===== src/mbrx_pkg.sv =====
// Types, codes and constants of the Modbus RTU request receiver.
// No dependencies; imported by every module of the block.
package mbrx_pkg;

    localparam int unsigned BUFFER_BYTES = 255;
    localparam int unsigned HDR_BYTES    = 7;
    localparam int unsigned MIN_FRAME    = 4;

    // Field widths
    localparam int unsigned CMD_W   = 2;
    localparam int unsigned BYTE_W  = 8;
    localparam int unsigned WORD_W  = 16;
    localparam int unsigned COILS_W = 11;
    localparam int unsigned REGS_W  = 7;
    localparam int unsigned CFG_IDX_W = 3;
    localparam int unsigned OUT_W   = 56;

    // Function codes
    localparam logic [7:0] FC_READ_COILS  = 8'h01;
    localparam logic [7:0] FC_READ_REGS   = 8'h03;
    localparam logic [7:0] FC_WRITE_COIL  = 8'h05;
    localparam logic [7:0] FC_WRITE_REG   = 8'h06;
    localparam logic [7:0] FC_WRITE_COILS = 8'h0F;
    localparam logic [7:0] FC_WRITE_REGS  = 8'h10;
    localparam logic [7:0] FC_SLAVE_ID    = 8'h11;

    localparam logic [7:0] COIL_ON  = 8'hFF;
    localparam logic [7:0] COIL_OFF = 8'h00;

    localparam logic [15:0] CRC_INIT = 16'hFFFF;
    localparam logic [15:0] CRC_POLY = 16'hA001;

    typedef enum logic [1:0] {
        CMD_BYTE = 2'd0,
        CMD_TICK = 2'd1,
        CMD_ARM  = 2'd2,
        CMD_OFF  = 2'd3
    } t_cmd;

    typedef enum logic [2:0] {
        MODE_OFF      = 3'd0,
        MODE_READ     = 3'd1,
        MODE_READ_ERR = 3'd2,
        MODE_READY    = 3'd3,
        MODE_EXC      = 3'd4
    } t_mode;

    typedef enum logic [2:0] {
        ST_NONE       = 3'd0,
        ST_OK         = 3'd1,
        ST_WRONG_ADDR = 3'd2,
        ST_CRC_BAD    = 3'd3,
        ST_ILL_FUNC   = 3'd4,
        ST_ILL_DATA   = 3'd5,
        ST_ABORTED    = 3'd6
    } t_status;

    typedef enum logic [2:0] {
        CFG_TICK_STEP      = 3'd0,
        CFG_RESET_GAP      = 3'd1,
        CFG_READ_GAP       = 3'd2,
        CFG_MAX_COILS      = 3'd3,
        CFG_MAX_REGS       = 3'd4,
        CFG_DEVICE_ADDRESS = 3'd5,
        CFG_ADDRESS_VALID  = 3'd6
    } t_cfg_idx;

    typedef logic [HDR_BYTES-1:0][BYTE_W-1:0] t_hdr;

    typedef struct packed {
        logic [WORD_W-1:0]  tick_step;
        logic [WORD_W-1:0]  reset_gap;
        logic [WORD_W-1:0]  read_gap;
        logic [COILS_W-1:0] max_coils;
        logic [REGS_W-1:0]  max_registers;
        logic [BYTE_W-1:0]  device_address;
        logic               address_valid;
    } t_cfg;

    typedef struct packed {
        t_status           status;
        logic [WORD_W-1:0] start;
        logic [WORD_W-1:0] quantity;
    } t_chk;

    typedef struct packed {
        logic [WORD_W-1:0] quantity;
        logic [WORD_W-1:0] start_address;
        logic [BYTE_W-1:0] function_code;
        logic [BYTE_W-1:0] byte_count;
        t_mode             mode;
        t_status           status;
    } t_result;

endpackage


===== src/mbrx_crc.sv =====
// One byte step of CRC-16/MODBUS (reflected polynomial 0xA001).
// Depends on mbrx_pkg.
module mbrx_crc (
    input  logic [mbrx_pkg::WORD_W-1:0] i_crc,
    input  logic [mbrx_pkg::BYTE_W-1:0] i_byte,
    output logic [mbrx_pkg::WORD_W-1:0] o_crc
);
    import mbrx_pkg::*;

    // Fold the byte in, then shift out eight bits
    always_comb begin
        logic [WORD_W-1:0] c;
        c = i_crc ^ {{(WORD_W-BYTE_W){1'b0}}, i_byte};
        for (int i = 0; i < BYTE_W; i++) begin
            c = c[0] ? ((c >> 1) ^ CRC_POLY) : (c >> 1);
        end
        o_crc = c;
    end

endmodule


===== src/mbrx_check.sv =====
// Function code and quantity check of a received request header.
// Depends on mbrx_pkg.
module mbrx_check (
    input  mbrx_pkg::t_hdr               i_hdr,
    input  logic [mbrx_pkg::COILS_W-1:0] i_max_coils,
    input  logic [mbrx_pkg::REGS_W-1:0]  i_max_registers,
    output mbrx_pkg::t_chk               o_chk
);
    import mbrx_pkg::*;

    logic [WORD_W-1:0] w_adr;
    logic [WORD_W-1:0] w_num;
    logic [WORD_W:0]   w_num_p7;
    logic [WORD_W:0]   w_num_x2;
    logic              w_coils_ok;
    logic              w_regs_ok;
    logic              w_coil_val_ok;

    assign w_adr    = {i_hdr[2], i_hdr[3]};
    assign w_num    = {i_hdr[4], i_hdr[5]};
    assign w_num_p7 = {1'b0, w_num} + (WORD_W+1)'(7);
    assign w_num_x2 = {w_num, 1'b0};

    assign w_coils_ok = (w_num != '0) && (w_num <= {{(WORD_W-COILS_W){1'b0}}, i_max_coils});
    assign w_regs_ok  = (w_num != '0) && (w_num <= {{(WORD_W-REGS_W){1'b0}}, i_max_registers});

    // Single coil value must be 0x0000 or 0xFF00
    assign w_coil_val_ok = (i_hdr[5] == COIL_OFF) &&
                           ((i_hdr[4] == COIL_OFF) || (i_hdr[4] == COIL_ON));

    // Classify the request; start is reported as address plus one (zero for slave ID)
    always_comb begin
        o_chk.status   = ST_OK;
        o_chk.start    = w_adr + WORD_W'(1);
        o_chk.quantity = w_num;
        unique case (i_hdr[1])
            FC_READ_COILS: begin
                if (!w_coils_ok) o_chk.status = ST_ILL_DATA;
            end
            FC_WRITE_COILS: begin
                if (!w_coils_ok || (w_num_p7[WORD_W:3] != {6'd0, i_hdr[6]})) begin
                    o_chk.status = ST_ILL_DATA;
                end
            end
            FC_READ_REGS: begin
                if (!w_regs_ok) o_chk.status = ST_ILL_DATA;
            end
            FC_WRITE_REGS: begin
                if (!w_regs_ok || (w_num_x2 != {9'd0, i_hdr[6]})) begin
                    o_chk.status = ST_ILL_DATA;
                end
            end
            FC_WRITE_COIL: begin
                o_chk.quantity = WORD_W'(1);
                if (!w_coil_val_ok) begin
                    o_chk.status = ST_ILL_DATA;
                end
            end
            FC_WRITE_REG: begin
                o_chk.quantity = WORD_W'(1);
            end
            FC_SLAVE_ID: begin
                o_chk.start    = '0;
                o_chk.quantity = '0;
            end
            default: begin
                o_chk.status = ST_ILL_FUNC;
            end
        endcase
    end

endmodule


===== src/mbrx_rx.sv =====
// Receiver state: framing by silence, header capture, running CRC and the
// end-of-frame decision. Depends on mbrx_pkg, mbrx_crc and mbrx_check.
module mbrx_rx (
    input  logic                          i_clk,
    input  logic                          i_rst_n,
    input  mbrx_pkg::t_cfg                i_cfg,
    input  logic                          i_take,
    input  mbrx_pkg::t_cmd                i_cmd,
    input  logic [mbrx_pkg::BYTE_W-1:0]   i_rx_byte,
    output mbrx_pkg::t_result             o_result
);
    import mbrx_pkg::*;

    t_mode             r_mode,   n_mode;
    logic [7:0]        r_count,  n_count;
    logic [WORD_W-1:0] r_silence, n_silence;
    t_hdr              r_hdr,    n_hdr;
    logic [WORD_W-1:0] r_crc,    n_crc;
    logic [WORD_W-1:0] r_last2,  n_last2;
    logic [WORD_W-1:0] r_start,  n_start;
    logic [WORD_W-1:0] r_qty,    n_qty;
    t_status           w_status;

    logic [WORD_W-1:0] w_crc_fed;
    t_chk              w_chk;
    logic [WORD_W:0]   w_sum;
    logic [WORD_W-1:0] w_sat;
    logic              w_addr_ok;
    logic              w_crc_ok;

    mbrx_crc u_crc (
        .i_crc  (r_crc),
        .i_byte (r_last2[15:8]),
        .o_crc  (w_crc_fed)
    );

    mbrx_check u_check (
        .i_hdr           (r_hdr),
        .i_max_coils     (i_cfg.max_coils),
        .i_max_registers (i_cfg.max_registers),
        .o_chk           (w_chk)
    );

    // Saturating silence accumulation
    assign w_sum = {1'b0, r_silence} + {1'b0, i_cfg.tick_step};
    assign w_sat = w_sum[WORD_W] ? '1 : w_sum[WORD_W-1:0];

    assign w_addr_ok = i_cfg.address_valid && (i_cfg.device_address == r_hdr[0]);
    assign w_crc_ok  = (r_last2[15:8] == r_crc[7:0]) && (r_last2[7:0] == r_crc[15:8]);

    // Next state for one transaction
    always_comb begin
        n_mode    = r_mode;
        n_count   = r_count;
        n_silence = r_silence;
        n_hdr     = r_hdr;
        n_crc     = r_crc;
        n_last2   = r_last2;
        n_start   = r_start;
        n_qty     = r_qty;
        w_status  = ST_NONE;
        unique case (i_cmd)
            CMD_BYTE: begin
                if (r_mode == MODE_READ) begin
                    if ((r_count != '0) && (r_silence >= i_cfg.reset_gap)) begin
                        n_mode   = MODE_READ_ERR;
                        w_status = ST_ABORTED;
                    end else if (r_count < 8'(BUFFER_BYTES)) begin
                        if (r_count < 8'(HDR_BYTES)) n_hdr[r_count[2:0]] = i_rx_byte;
                        if (r_count >= 8'd2) n_crc = w_crc_fed;
                        n_last2 = {r_last2[7:0], i_rx_byte};
                        n_count = r_count + 8'd1;
                    end
                end
                n_silence = '0;
            end
            CMD_TICK: begin
                if (((r_mode == MODE_READ) || (r_mode == MODE_READ_ERR)) &&
                    (r_silence < i_cfg.read_gap)) begin
                    n_silence = w_sat;
                    if (w_sat >= i_cfg.read_gap) begin
                        // Frame complete: check it or drop it
                        if ((r_mode == MODE_READ) && (r_count >= 8'(MIN_FRAME)) &&
                            w_addr_ok && w_crc_ok) begin
                            w_status = w_chk.status;
                            if (w_chk.status == ST_OK) begin
                                n_mode  = MODE_READY;
                                n_start = w_chk.start;
                                n_qty   = w_chk.quantity;
                            end else begin
                                n_mode = MODE_EXC;
                            end
                        end else begin
                            if ((r_mode == MODE_READ) && (r_count >= 8'(MIN_FRAME))) begin
                                w_status = w_addr_ok ? ST_CRC_BAD : ST_WRONG_ADDR;
                            end
                            n_mode  = MODE_READ;
                            n_count = '0;
                            n_crc   = CRC_INIT;
                            n_last2 = '0;
                            n_start = '0;
                            n_qty   = '0;
                        end
                    end
                end
            end
            CMD_ARM: begin
                n_mode    = MODE_READ;
                n_count   = '0;
                n_crc     = CRC_INIT;
                n_last2   = '0;
                n_start   = '0;
                n_qty     = '0;
                n_silence = '0;
            end
            CMD_OFF: begin
                n_mode = MODE_OFF;
            end
            default: begin
                n_mode = r_mode;
            end
        endcase
    end

    // Result fields show the state after the transaction
    always_comb begin
        o_result.status        = w_status;
        o_result.mode          = n_mode;
        o_result.byte_count    = n_count;
        o_result.function_code = n_hdr[1];
        o_result.start_address = n_start;
        o_result.quantity      = n_qty;
    end

    // Hold state; advance on each accepted transaction
    always_ff @(posedge i_clk) begin
        if (!i_rst_n) begin
            r_mode    <= MODE_OFF;
            r_count   <= '0;
            r_silence <= '0;
            r_hdr     <= '0;
            r_crc     <= CRC_INIT;
            r_last2   <= '0;
            r_start   <= '0;
            r_qty     <= '0;
        end else if (i_take) begin
            r_mode    <= n_mode;
            r_count   <= n_count;
            r_silence <= n_silence;
            r_hdr     <= n_hdr;
            r_crc     <= n_crc;
            r_last2   <= n_last2;
            r_start   <= n_start;
            r_qty     <= n_qty;
        end
    end

endmodule


===== src/modbus_rtu_request_receiver_core.sv =====
// Top level of the Modbus RTU request receiver: configuration registers,
// stream handshake and result register. Depends on mbrx_pkg and mbrx_rx.
//
// Every input transaction (a received byte, a time tick, arm or switch off)
// yields exactly one result transaction. The block takes one transaction per
// clock cycle unless the result stream stalls: the whole step (CRC byte
// update, silence accumulation, header check) is combinational from the
// state registers to the result register; the result appears on the master
// side in the cycle after acceptance. The slave side stays ready while the
// result register is empty or being taken in the same cycle, so the
// sustained rate is one item per cycle while downstream keeps tready high.
module modbus_rtu_request_receiver_core (
    input  logic                             i_clk,
    input  logic                             i_rst_n,
    // Configuration write port
    input  logic                             i_cfg_we,
    input  logic [mbrx_pkg::CFG_IDX_W-1:0]   i_cfg_index,
    input  logic [mbrx_pkg::WORD_W-1:0]      i_cfg_data,
    // Input stream
    input  logic                             s_axis_tvalid,
    output logic                             s_axis_tready,
    input  logic [7:0]                       s_axis_tdata,  // [7:0] rx_byte
    input  logic [1:0]                       s_axis_tuser,  // [1:0] cmd
    // Result stream
    output logic                             m_axis_tvalid,
    input  logic                             m_axis_tready,
    // [2:0] status, [5:3] mode, [13:6] byte_count, [21:14] function_code,
    // [37:22] start_address, [53:38] quantity, [55:54] zero
    output logic [mbrx_pkg::OUT_W-1:0]       m_axis_tdata
);
    import mbrx_pkg::*;

    t_cfg    r_cfg;
    t_result w_result;
    t_result r_result;
    logic    r_out_valid;
    logic    w_take;

    assign s_axis_tready = !r_out_valid || m_axis_tready;
    assign w_take        = s_axis_tvalid && s_axis_tready;

    // Write configuration registers
    always_ff @(posedge i_clk) begin
        if (!i_rst_n) begin
            r_cfg.tick_step      <= '0;
            r_cfg.reset_gap      <= 16'd1500;
            r_cfg.read_gap       <= 16'd3500;
            r_cfg.max_coils      <= 11'd2000;
            r_cfg.max_registers  <= 7'd125;
            r_cfg.device_address <= '0;
            r_cfg.address_valid  <= 1'b0;
        end else if (i_cfg_we) begin
            unique case (t_cfg_idx'(i_cfg_index))
                CFG_TICK_STEP:      r_cfg.tick_step      <= i_cfg_data;
                CFG_RESET_GAP:      r_cfg.reset_gap      <= i_cfg_data;
                CFG_READ_GAP:       r_cfg.read_gap       <= i_cfg_data;
                CFG_MAX_COILS:      r_cfg.max_coils      <= i_cfg_data[COILS_W-1:0];
                CFG_MAX_REGS:       r_cfg.max_registers  <= i_cfg_data[REGS_W-1:0];
                CFG_DEVICE_ADDRESS: r_cfg.device_address <= i_cfg_data[BYTE_W-1:0];
                CFG_ADDRESS_VALID:  r_cfg.address_valid  <= i_cfg_data[0];
                default:            r_cfg.address_valid  <= r_cfg.address_valid;
            endcase
        end
    end

    mbrx_rx u_rx (
        .i_clk     (i_clk),
        .i_rst_n   (i_rst_n),
        .i_cfg     (r_cfg),
        .i_take    (w_take),
        .i_cmd     (t_cmd'(s_axis_tuser)),
        .i_rx_byte (s_axis_tdata),
        .o_result  (w_result)
    );

    // Result register: load on accept, drop when taken
    always_ff @(posedge i_clk) begin
        if (!i_rst_n) begin
            r_out_valid <= 1'b0;
        end else if (w_take) begin
            r_out_valid <= 1'b1;
        end else if (m_axis_tready) begin
            r_out_valid <= 1'b0;
        end
    end

    always_ff @(posedge i_clk) begin
        if (w_take) begin
            r_result <= w_result;
        end
    end

    assign m_axis_tvalid = r_out_valid;
    assign m_axis_tdata  = {{(OUT_W-$bits(t_result)){1'b0}}, r_result};

endmodule


===== config.mk =====
export PLATFORM = sky130hd
export DESIGN_NAME = modbus_rtu_request_receiver_core
export DESIGN_NICKNAME = d
export VERILOG_FILES = /design/src/mbrx_pkg.sv /design/src/mbrx_crc.sv /design/src/mbrx_check.sv /design/src/mbrx_rx.sv /design/src/modbus_rtu_request_receiver_core.sv
export SDC_FILE = /design/constraint.sdc
export NUM_CORES = 1
export LEC_CHECK = 0
export BUFFER_PORTS_ARGS = -buffer_cell sky130_fd_sc_hd__buf_4
export CORE_MARGIN = 5
export CORE_UTILIZATION = 55
export DETAILED_ROUTE_END_ITERATION = 6
export PLACE_DENSITY_LB_ADDON = 0.12
export RECOVER_POWER = 25
export SYNTH_ARGS = -nofsm -noshare
export SYNTH_HDL_FRONTEND = slang
export SYNTH_SLANG_ARGS = --single-unit

===== constraint.sdc =====
create_clock -name i_clk -period 11.7 [get_ports i_clk]
set_input_delay 0.585 -clock i_clk [delete_from_list [all_inputs] [get_ports i_clk]]
set_output_delay 0.585 -clock i_clk [all_outputs]
set_load 0.02 [all_outputs]

==> results of run 1 <==
synth_stat cells (all sizes together) (4+ instances only):
master	count
dfxtp	223
a311oi	4
a21boi	94
edfxtp	54
a21oi	33
o21a	11
o211ai	30
xnor2	39
o21ai	123
nand3	53
a211oi	8
nand2b	8
buf	19
o2bb2ai	16
a31oi	26
inv	68
mux2i	18
mux2	9
nand3b	18
clkbuf	74
nor3b	4
nor2	41
xor2	36
o31ai	6
a21o	14
nor2b	33
nor4	15
nor3	44
or2	5
or3	14
and2	19
a22o	36
nand4	23
and3	15
nand2	258
ha	92
state kept, by name, summed over array words and instances, names as in the netlist:
name and flops:
r_cfg 75, u_rx.r_hdr 56, m_axis_tdata 54, u_rx.r_crc 16, u_rx.r_last2 16, u_rx.r_qty 16
u_rx.r_silence 16, u_rx.r_start 16, u_rx.r_count 8, u_rx.r_mode 3, m_axis_tvalid 1
placed cells by master, fill, tap and decap left out, types with 15 or more instances in the layout:
cell type | netlist | routed
o2bb2ai_1 | 16 | 16
nor4_1 | 15 | 15
nand2_1 | 258 | 258
nand3_1 | 53 | 53
a31oi_1 | 26 | 26
buf_4 | 6 | 39
and3_1 | 15 | 15
clkbuf_1 | 73 | 61
nor2_1 | 40 | 40
dfxtp_1 | 223 | 223
nor3_1 | 40 | 40
mux2i_1 | 18 | 18
a21oi_1 | 33 | 33
nand3b_1 | 18 | 18
a21boi_0 | 91 | 91
and2_1 | 19 | 19
xor2_1 | 36 | 36
ha_1 | 92 | 92
a22o_1 | 36 | 36
clkbuf_16 | 0 | 29
o211ai_1 | 28 | 28
nor2b_1 | 33 | 33
edfxtp_1 | 54 | 54
nand4_1 | 22 | 22
inv_1 | 68 | 68
xnor2_1 | 39 | 39
o21ai_0 | 121 | 121
per-layer routing:
metal,GRT usage [%],part of all wire [%]
met1,32.7,45
met2,40.1,47
met3,3.34,5.8
met4,5.64,2.3
met5,0,0
kinds of logic (layout without fill, tap and decap cells):
family / Yosys count / in the layout / share of synthesized area [%]
AO/OA/AOI/OAI: 426 / 426 / 20.1
XOR/XNOR: 75 / 75 / 4.54
multiplexers: 27 / 27 / 1.94
adder cells (fa/ha/maj): 93 / 93 / 8.09
flip-flops: 277 / 277 / 42.0
other: 1 / 2 / 0.0259
AND/OR/NAND/NOR: 561 / 561 / 18.9
buffers and inverters: 161 / 222 / 4.40
cell type report:
class | count | area, µm²
inverter | 68 | 255
fill | 2285 | 9980
clock buffer | 30 | 739
timing repair buffer | 100 | 522
sequential | 277 | 6090
multi-input combinational | 1184 | 7760
tap | 335 | 419
clock inverter | 24 | 216
critical path, stage by stage (launching register included):
cell	delay (ps)
dfxtp_1	330
ha_1	220
fa_1	430
a211oi_1	320
o21ai_0	240
a311oi_1	460
o31ai_1	210
a21oi_1	180
nor2b_1	80
nor2_1	660
nand2_1	150
ha_1	330
a2111oi_0	380
o311ai_0	190
o22ai_1	370
o21ai_1	130
buf_4	220
o211ai_2	80
buf_4	360
o21a_1	870
a22o_1	260
power breakdown:
part | internal (mW) | total, mW | switching, mW
logic | 0.0470 | 0.151 | 0.104
registers | 0.993 | 1.00 | 0.0101
clock network | 0.527 | 0.925 | 0.398
worst min-delay path by stage:
stage	startpoint	end	slack, ps
floorplan	u_rx.r_qty[11]	u_rx.r_qty[11]	420
global placement	u_rx.r_qty[12]	u_rx.r_qty[12]	430
detailed placement	u_rx.r_qty[12]	u_rx.r_qty[12]	440
CTS	i_cfg_data[11]	r_cfg[38]	270
global route	i_cfg_data[14]	r_cfg[41]	300
finish	i_cfg_data[11]	r_cfg[38]	290
metrics by stage:
| step | hold slack [ps] | cell area [µm²] | setup WS (ps) | utilization, % | power (mW) |
|---|---|---|---|---|---|
| finish | 286 | 16000 | 5120 | 61.6 | 2.08 |
| global route | 300 | 16000 | 4260 | 61.6 | 2.15 |
| CTS | 268 | 16200 | 5040 | 62.5 | 2.10 |
| detailed placement | 436 | 15300 | 5080 | 58.8 | 1.18 |
| global placement | 434 | 15300 | 5260 | 58.8 | 1.18 |
| floorplan | 421 | 14500 | 6820 | - | 1.12 |
==> run_results.csv, run 1 <==
group,metric,value,unit
outcome,outcome,"finished, violations left",
outcome,violations,"capacitance limit, slew limit",
worst_setup_path,startpoint_type,"flip-flop",
die,dieHeight,172,µm
cts,clk_pin_slew,60,ps
finish,num-nets-final,1787,
routing,via_per_inst,5.87,
sta,setup_viol,0,
logic_synthesis,synth-async-reset-ratio,0,%
run,drv_cap,3,
routing,routed_wl,36100,µm
cts,cts.sinks,277,
die,io_pins,92,
hold_path,holdPathStages,3,
die,die-area,0.0297,mm²
logic_synthesis,yosys.area.top_type,"dfxtp_1",
finish,antennaDiodeCount,0,
place,numPortBuffers,89,
logic_synthesis,synth_top_area_share,30.8,%
logic_synthesis,syn_area_per_cell,8.94,µm²
cts,numCtsBuffers,29,
logic_synthesis,synth_edf_count,54,
cts,cts_hold_buf,0,
worst_setup_path,reg2reg_depth,20,
worst_setup_path,crit_start,"u_rx.r_silence[0]",
place,dp_hpwl,25100,µm
sta,drv_slew,172,
cts,clk_latency,550,ps
sta,maxSlewHeadroom,-118,%
sta,timing.final.crit_share,56.2,%
cts,cts_setup_buffers,0,
sta,min_period,6580,ps
routing,vias,11850,
pwr,ir_worst_vdd,0.127,mV
worst_setup_path,cp.arrival,7070,ps
finish,area_growth,10.5,%
worst_setup_path,required,12190,ps
global_routing,antenna_found_initial,0,
routing,firstDrtPassIters,5,
worst_setup_path,cp-end-kind,"flip-flop",
finish,final_cell_count_no_fill,2018,
pwr,cellPowerDensity,130,mW/mm²
sta,worst_pin_slew,3270,ps
finish,drive_above_1_share,6.95,%
cts,cts_buffer_depth,3,
logic_synthesis,ys_types,77,
routing,ant_nets,0,
routing,drc,0,
hold_path,hp-class,"input pin to flip-flop",
sta,rsz0062_at_grt,"no",
cts,h-tree-depth,1,
sta,fin_skew,7.89,ps
die,num_rows,59,
die,coreArea,0.0260,mm²
routing,drtIter0Drc,803,
sta,hold_viol,0,
worst_setup_path,regToRegSetupSlack,5120,ps
global_routing,grt.total_usage,23.8,%
global_routing,grt_max_degree,90,
cts,cts-resized-gates,0,
logic_synthesis,ys.flop_type,"dfxtp_1",
place,dp.cells,1964,
cts,root_buffer,"clkbuf_16",
pwr,p_leak,6.16,nW
worst_setup_path,criticalPathCategory,"flip-flop to flip-flop",
global_routing,grt_pass1_wl,57900,µm
routing,wl_per_cell,17.9,µm
global_routing,gr-total-overflow,0,
logic_synthesis,ys_ff_latch,277,
worst_setup_path,worstSetupEndpoint,"u_rx.r_qty[6]",
logic_synthesis,syn_inst,1621,
logic_synthesis,synth_area_leaders,"dfxtp_1 31%, edfxtp_1 11%, ha_1 7.9%",
die,start_util,55.7,%
global_routing,grt_pass1_vias,10998,
cts,cts_tree,"built",
worst_setup_path,crit_path_max_fanout,35,
logic_synthesis,yosys_warnings,0,
worst_setup_path,reg2reg_to,"u_rx.r_qty[6]",
worst_setup_path,r2r_start,"u_rx.r_silence[0]",
die,fp.dieW,172,µm
logic_synthesis,yosysSeqAreaShare,42.0,%
place,place.gp.congestion,0.872,
logic_synthesis,syn_area,0.0145,mm²
sta,fin_setup_tns,0,ps
sta,fmax,0.152,GHz
(Power assumes the default switching activity.)
==> inputs of run 2 (changes only) <==
Clock period 11.7 ns to 6.57 ns, I/O delays scaled along.
==> run 2 against run 1 <==
Compared with the run above:
- the flow still finishes with violations (capacitance limit, slew limit)
- worst setup slack got worse by 4300 ps
- die area unchanged
- cell count up 0.15%
- combinational power increased by 82%
- count of clock-buffer cells in the layout up 5
- sequential share of layout area shrank 0.43 points
- flip-flop and latch count unchanged
- clock power rose by 92%
- critical path depth rose by 1
- sequential power is 79% higher
- fmax up 14%
- via count grew 0.35%
- critical endpoint is now u_rx.r_crc[0]
- largest cell class unchanged
==> run_results.csv, run 2 (synthesis results as in run 1) <==
group,metric,value,unit
worst_setup_path,cp.arrival,6070,ps
pwr,swShare,23.6,%
routing,firstDrtPassIters,5,
die,coreArea,0.0260,mm²
global_routing,antenna_found_initial,0,
routing,ant_nets,0,
place,post_dp_cell_area,0.0153,mm²
worst_setup_path,reg2reg_depth,21,
pwr,ir_worst_vdd,0.194,mV
die,dieHeight,172,µm
cts,cts_setup_buffers,0,
worst_setup_path,criticalPathCategory,"flip-flop to flip-flop",
pwr,p_int,2.94,mW
finish,antennaDiodeCount,0,
sta,fmax,0.174,GHz
routing,routed_wl,36100,µm
sta,setup_viol,0,
sta,timing.final.crit_share,87.6,%
pwr,p_leak,6.29,nW
routing,wl_per_cell,17.9,µm
worst_setup_path,required,6890,ps
cts,numCtsBuffers,30,
finish,final_common_cell,"nand2_1",
cts,cts.sinks,277,
die,start_util,55.7,%
sta,drv_slew,134,
sta,timing.hold.ws,37.0,ps
place,numPortBuffers,89,
cts,cts_buffer_depth,3,
cts,clk_pin_slew,60,ps
finish,num-fill-cells,2287,
place,place.gp.congestion,0.925,
run,drv_cap,2,
global_routing,grt.total_usage,24.0,%
finish,layout_common_cells,"258 x nand2_1, 223 x dfxtp_1, 121 x o21ai_0",
die,die-area,0.0297,mm²
die,num_rows,59,
cts,h-tree-depth,1,
finish,drive_above_1_share,8.36,%
worst_setup_path,reg2reg_to,"u_rx.r_crc[0]",
pwr,p_seq_share,46.5,%
hold_path,hp-class,"input pin to flip-flop",
worst_setup_path,startpoint_type,"flip-flop",
finish,largest_register_ffs,75,
place,dp_hpwl,25300,µm
pwr,p_clk_share,46.4,%
die,io_pins,92,
routing,via_per_inst,5.88,
outcome,violations,"capacitance limit, slew limit",
cts,cts_tree,"built",
sta,rsz0062_at_grt,"no",
cts,cts-resized-gates,0,
global_routing,grt_pass1_vias,11428,
sta,worst_pin_slew,2600,ps
hold_path,min-delay-start,"i_cfg_data[11]",
pwr,p_switching,0.906,mW
global_routing,gr-total-overflow,0,
global_routing,grt_max_degree,69,
worst_setup_path,regToRegSetupSlack,820,ps
worst_setup_path,cp-end-kind,"flip-flop",
finish,num-nets-final,1789,
global_routing,grt_pass1_wl,58500,µm
die,fp.dieW,172,µm
routing,vias,11891,
pwr,cellPowerDensity,237,mW/mm²
worst_setup_path,r2r_start,"u_rx.r_silence[0]",
finish,area_growth,11.8,%
sta,maxSlewHeadroom,-73.1,%
sta,min_period,5750,ps
finish,top_register,"r_cfg",
finish,final_core_util,62.3,%
cts,root_buffer,"clkbuf_16",
outcome,outcome,"finished, violations left",
hold_path,min_to,"r_cfg[38]",
worst_setup_path,crit_path_max_fanout,18,
cts,cts_hold_buf,0,
sta,hold_viol,0,
pwr,power_frac_comb,7.2,%
routing,drtIter0Drc,874,
sta,fin_setup_tns,0,ps
routing,drc,0,
finish,stdcell_area,0.0162,mm²
cts,clk_latency,550,ps
sta,fin_skew,11.2,ps
hold_path,holdPathStages,3,
==> run 2: cell types whose count changed in the layout (fill, tap and decap cells not counted), sizes merged <==
cell	change
buf	+21
bufinv	+2
clkbuf	-15
clkinv	-2
clkinvlp	-2
inv	-1
==> run 2: worst max-delay path by stage <==
| stage | startpoint | endpoint | cells past startpoint |
|---|---|---|---|
| after global placement | u_rx.r_silence[0] | u_rx.r_qty[0] | 20 |
| after floorplan | u_rx.r_silence[0] | u_rx.r_qty[8] | 22 |
| after detailed placement | u_rx.r_silence[0] | u_rx.r_qty[0] | 20 |
| after global routing | u_rx.r_silence[0] | u_rx.r_crc[15] | 20 |
| final | u_rx.r_silence[0] | u_rx.r_crc[0] | 21 |
| after CTS | u_rx.r_silence[0] | u_rx.r_qty[0] | 20 |
==> run 2: per-layer routing <==
layer	vias up	routed length [µm]	track usage [%]
li1	5875	-	-
met1	5648	16400	32.7
met2	303	16900	40.1
met3	65	1740	2.88
met4	0	1040	7.31
met5	-	0	0
==> run 2: power by group through the flow <==
stage / clock network [mW] / registers, mW / logic, mW
2_1_floorplan: 0 / 1.84 / 0.159
3_3_place_gp: 0 / 1.82 / 0.278
3_5_place_dp: 0 / 1.82 / 0.283
4_1_cts: 1.81 / 1.79 / 0.284
5_1_grt: 1.88 / 1.79 / 0.302
6_report: 1.78 / 1.79 / 0.275
==> run 2: layout make-up <==
| cell class | instances | area [µm²] | share of cell area [%] |
|---|---|---|---|
| multi-input combinational | 1184 | 7760 | 48.0 |
| sequential | 277 | 6090 | 37.6 |
| clock buffer | 35 | 811 | 5.01 |
| timing repair buffer | 101 | 604 | 3.73 |
| tap | 335 | 419 | 2.59 |
| inverter | 68 | 255 | 1.58 |
| clock inverter | 21 | 246 | 1.52 |
==> run 2: through the flow <==
stage          power, mW  instances  worst slack (ps)
4_1_cts             3.88       2021               924
5_1_grt             3.98       2021               154
6_report            3.84       2021               816
2_1_floorplan       2.00       1622              1690
3_5_place_dp        2.11       1965               972
3_3_place_gp        2.10       1965              1130
==> run 2: worst max-delay path: stages (launching register included) <==
cell,delay [ps]
dfxtp_1,340
ha_1,210
fa_1,430
a211oi_1,280
o21ai_0,220
a311oi_1,380
o31ai_1,190
a21oi_1,170
nor2b_1,80
nor2_1,600
nand2_1,170
ha_1,350
nand2_1,70
nor2_1,100
a211oi_1,50
o311ai_0,300
o22ai_1,210
o21ai_1,170
buf_4,240
nand3_1,500
nor3b_1,350
o21ai_0,100
==> inputs of run 3 (changes only) <==
Settings changed: CELL_PAD_IN_SITES_DETAIL_PLACEMENT from default to 1, CELL_PAD_IN_SITES_GLOBAL_PLACEMENT from default to 1, CORE_UTILIZATION 55 to 47, CTS_CLUSTER_DIAMETER from default to 150, PLACE_DENSITY from default to 0.89, PLACE_DENSITY_LB_ADDON 0.12 to default.
==> run 3 against run 2 <==
Compared with the run above:
- total power is 0.75% lower
- global-route usage is 1.5 points higher
- design area is 0.28% higher
- clock skew is 14 ps higher
- critical path depth is 1 lower
- worst setup slack worse by 63 ps
- first-iteration DRC count is 3.4% higher
- the run still ends with capacitance limit, slew limit left
- via count is 5.6% higher
- fmax is 1.1% lower
- count of clock-buffer cells in the layout is 5 higher
- core utilization is 9.1 points lower
- worst hold slack better by 0.63 ps
- critical path type unchanged
==> run_results.csv, run 3 (synthesis results as in run 1) <==
group,metric,value,unit
sta,min_period,5820,ps
cts,cts_buffer_depth,3,
worst_setup_path,path_delay_family,"simple AND/OR/NAND/NOR gates",
finish,stdcell_area,0.0162,mm²
global_routing,grt_pass1_vias,13274,
pwr,p_seq_share,46.9,%
finish,num-fill-cells,3510,
worst_setup_path,crit_start,"u_rx.r_silence[0]",
pwr,fin_total_pwr,3.81,mW
finish,top_register,"r_cfg",
sta,setup_slack,754,ps
sta,fin_setup_tns,0,ps
die,fp.dieW,186,µm
global_routing,gr-total-overflow,0,
worst_setup_path,path_cells,"ha_1 -> fa_1 -> a211oi_1 -> o21ai_0 -> a311oi_1 -> o31ai_1 -> a21oi_1 -> nor2b_1 -> nor2_2 -> nand2_1 -> ha_1 -> nand2_1 -> nor2_1 -> a211oi_1 -> o311ai_0 -> o22ai_1 -> nor2_2 -> nand4_4 -> or2_1 -> o2bb2ai_1",
worst_setup_path,required,7070,ps
cts,cts_tree,"built",
global_routing,grt_max_degree,97,
finish,drive_above_1_share,8.32,%
sta,maxSlewHeadroom,-54.8,%
worst_setup_path,crit_buf_inv,0,
cts,clk_latency,580,ps
place,post_dp_cell_area,0.0154,mm²
cts,root_buffer,"clkbuf_16",
die,start_util,47.5,%
worst_setup_path,startpoint_type,"flip-flop",
sta,fin_skew,25.0,ps
routing,vias,12562,
finish,num-nets-final,1789,
global_routing,antenna_found_initial,0,
pwr,p_switching,0.926,mW
die,io_pins,92,
routing,drc,0,
cts,clk_pin_slew,60,ps
die,coreArea,0.0305,mm²
sta,rsz0062_at_grt,"no",
cts,cts_hold_buf,0,
pwr,ir_worst_vdd,0.197,mV
place,place.gp.congestion,0.961,
place,dp.cells,2026,
die,dieHeight,186,µm
sta,fmax,0.172,GHz
outcome,outcome,"finished, violations left",
pwr,swShare,24.3,%
finish,final_core_util,53.2,%
routing,firstDrtPassIters,5,
routing,ant_nets,0,
finish,antennaDiodeCount,0,
finish,seq_area,0.00609,mm²
worst_setup_path,r2r_start,"u_rx.r_silence[0]",
routing,routed_wl,44700,µm
outcome,violations,"capacitance limit, slew limit",
sta,setup_viol,0,
worst_setup_path,crit_path_max_fanout,18,
finish,layout_common_cells,"258 x nand2_1, 223 x dfxtp_1, 121 x o21ai_0",
place,dp_hpwl,31300,µm
sta,timing.hold.ws,37.7,ps
hold_path,hp-class,"input pin to flip-flop",
pwr,p_clk_share,45.5,%
global_routing,grt_pass1_wl,71300,µm
finish,final_common_cell,"nand2_1",
worst_setup_path,cp-end-kind,"flip-flop",
sta,drv_slew,106,
pwr,power_frac_comb,7.6,%
finish,area_growth,12.1,%
sta,timing.final.crit_share,88.5,%
worst_setup_path,criticalPathCategory,"flip-flop to flip-flop",
cts,cts.sinks,277,
global_routing,grt.total_usage,25.4,%
routing,drtIter0Drc,904,
pwr,p_int,2.89,mW
die,num_rows,64,
pwr,cellPowerDensity,235,mW/mm²
cts,numCtsBuffers,30,
place,pre_cts_ws,415,ps
run,drv_cap,2,
routing,via_per_inst,6.04,
worst_setup_path,crit_path_max_incr_delay,550,ps
worst_setup_path,slowest_stage,"or2_1",
place,numPortBuffers,89,
finish,largest_register_ffs,75,
worst_setup_path,cp.arrival,6310,ps
pwr,p_leak,6.28,nW
die,die-area,0.0344,mm²
cts,h-tree-depth,1,
finish,final_cell_count_no_fill,2079,
sta,hold_viol,0,
finish,multi_input_area,0.00777,mm²
sta,worst_pin_slew,2320,ps
hold_path,min-delay-start,"i_cfg_data[11]",
routing,wl_per_cell,21.5,µm
run 3: path summary, 6_finish.rpt:
path / depth (start not counted) / end / slack [ps]
setup / recovery: 20 / u_rx.r_start[11] / 750
hold reg to reg: 1 / u_rx.r_qty[15] / 450
setup reg to reg: 20 / u_rx.r_start[11] / 750
hold / removal: 3 / r_cfg[38] / 40
run 3: tightest hold or removal path, delay by kind of cell:
kind,cells,cell delay (ps)
and+or+nand+nor,1,50
AOI/OAI and AO/OA,1,80
buffers and inverters,1,100
run 3: routing by layer:
layer	track usage [%]	up-vias	wire length (µm)
met5	0	-	0
met4	9.39	0	1610
met3	3.54	121	2140
met2	46.2	358	22300
met1	30.6	6229	18600
li1	-	5854	-
run 3: repair_timing:
action / CTS / global route
setup endpoints to repair: 0 / 41
buffers inserted: 0 / 0
gates resized for setup: 0 / 3
run 3: cell type report:
cell class	instances	share of cell area (%)
multi-input cells	1184	47.9
flip-flops and latches	277	37.5
clock buffers	40	5.04
repair buffers	101	3.79
well taps	396	3.05
inverters	68	1.57
clock inverters	13	1.17
run 3: power groups by stage:
stage | registers [mW] | logic, mW | clock network [mW]
floorplan | 1.84 | 0.159 | 0
global placement | 1.82 | 0.282 | 0
detailed placement | 1.82 | 0.292 | 0
CTS | 1.79 | 0.296 | 1.75
global route | 1.79 | 0.313 | 1.82
finish | 1.79 | 0.291 | 1.74
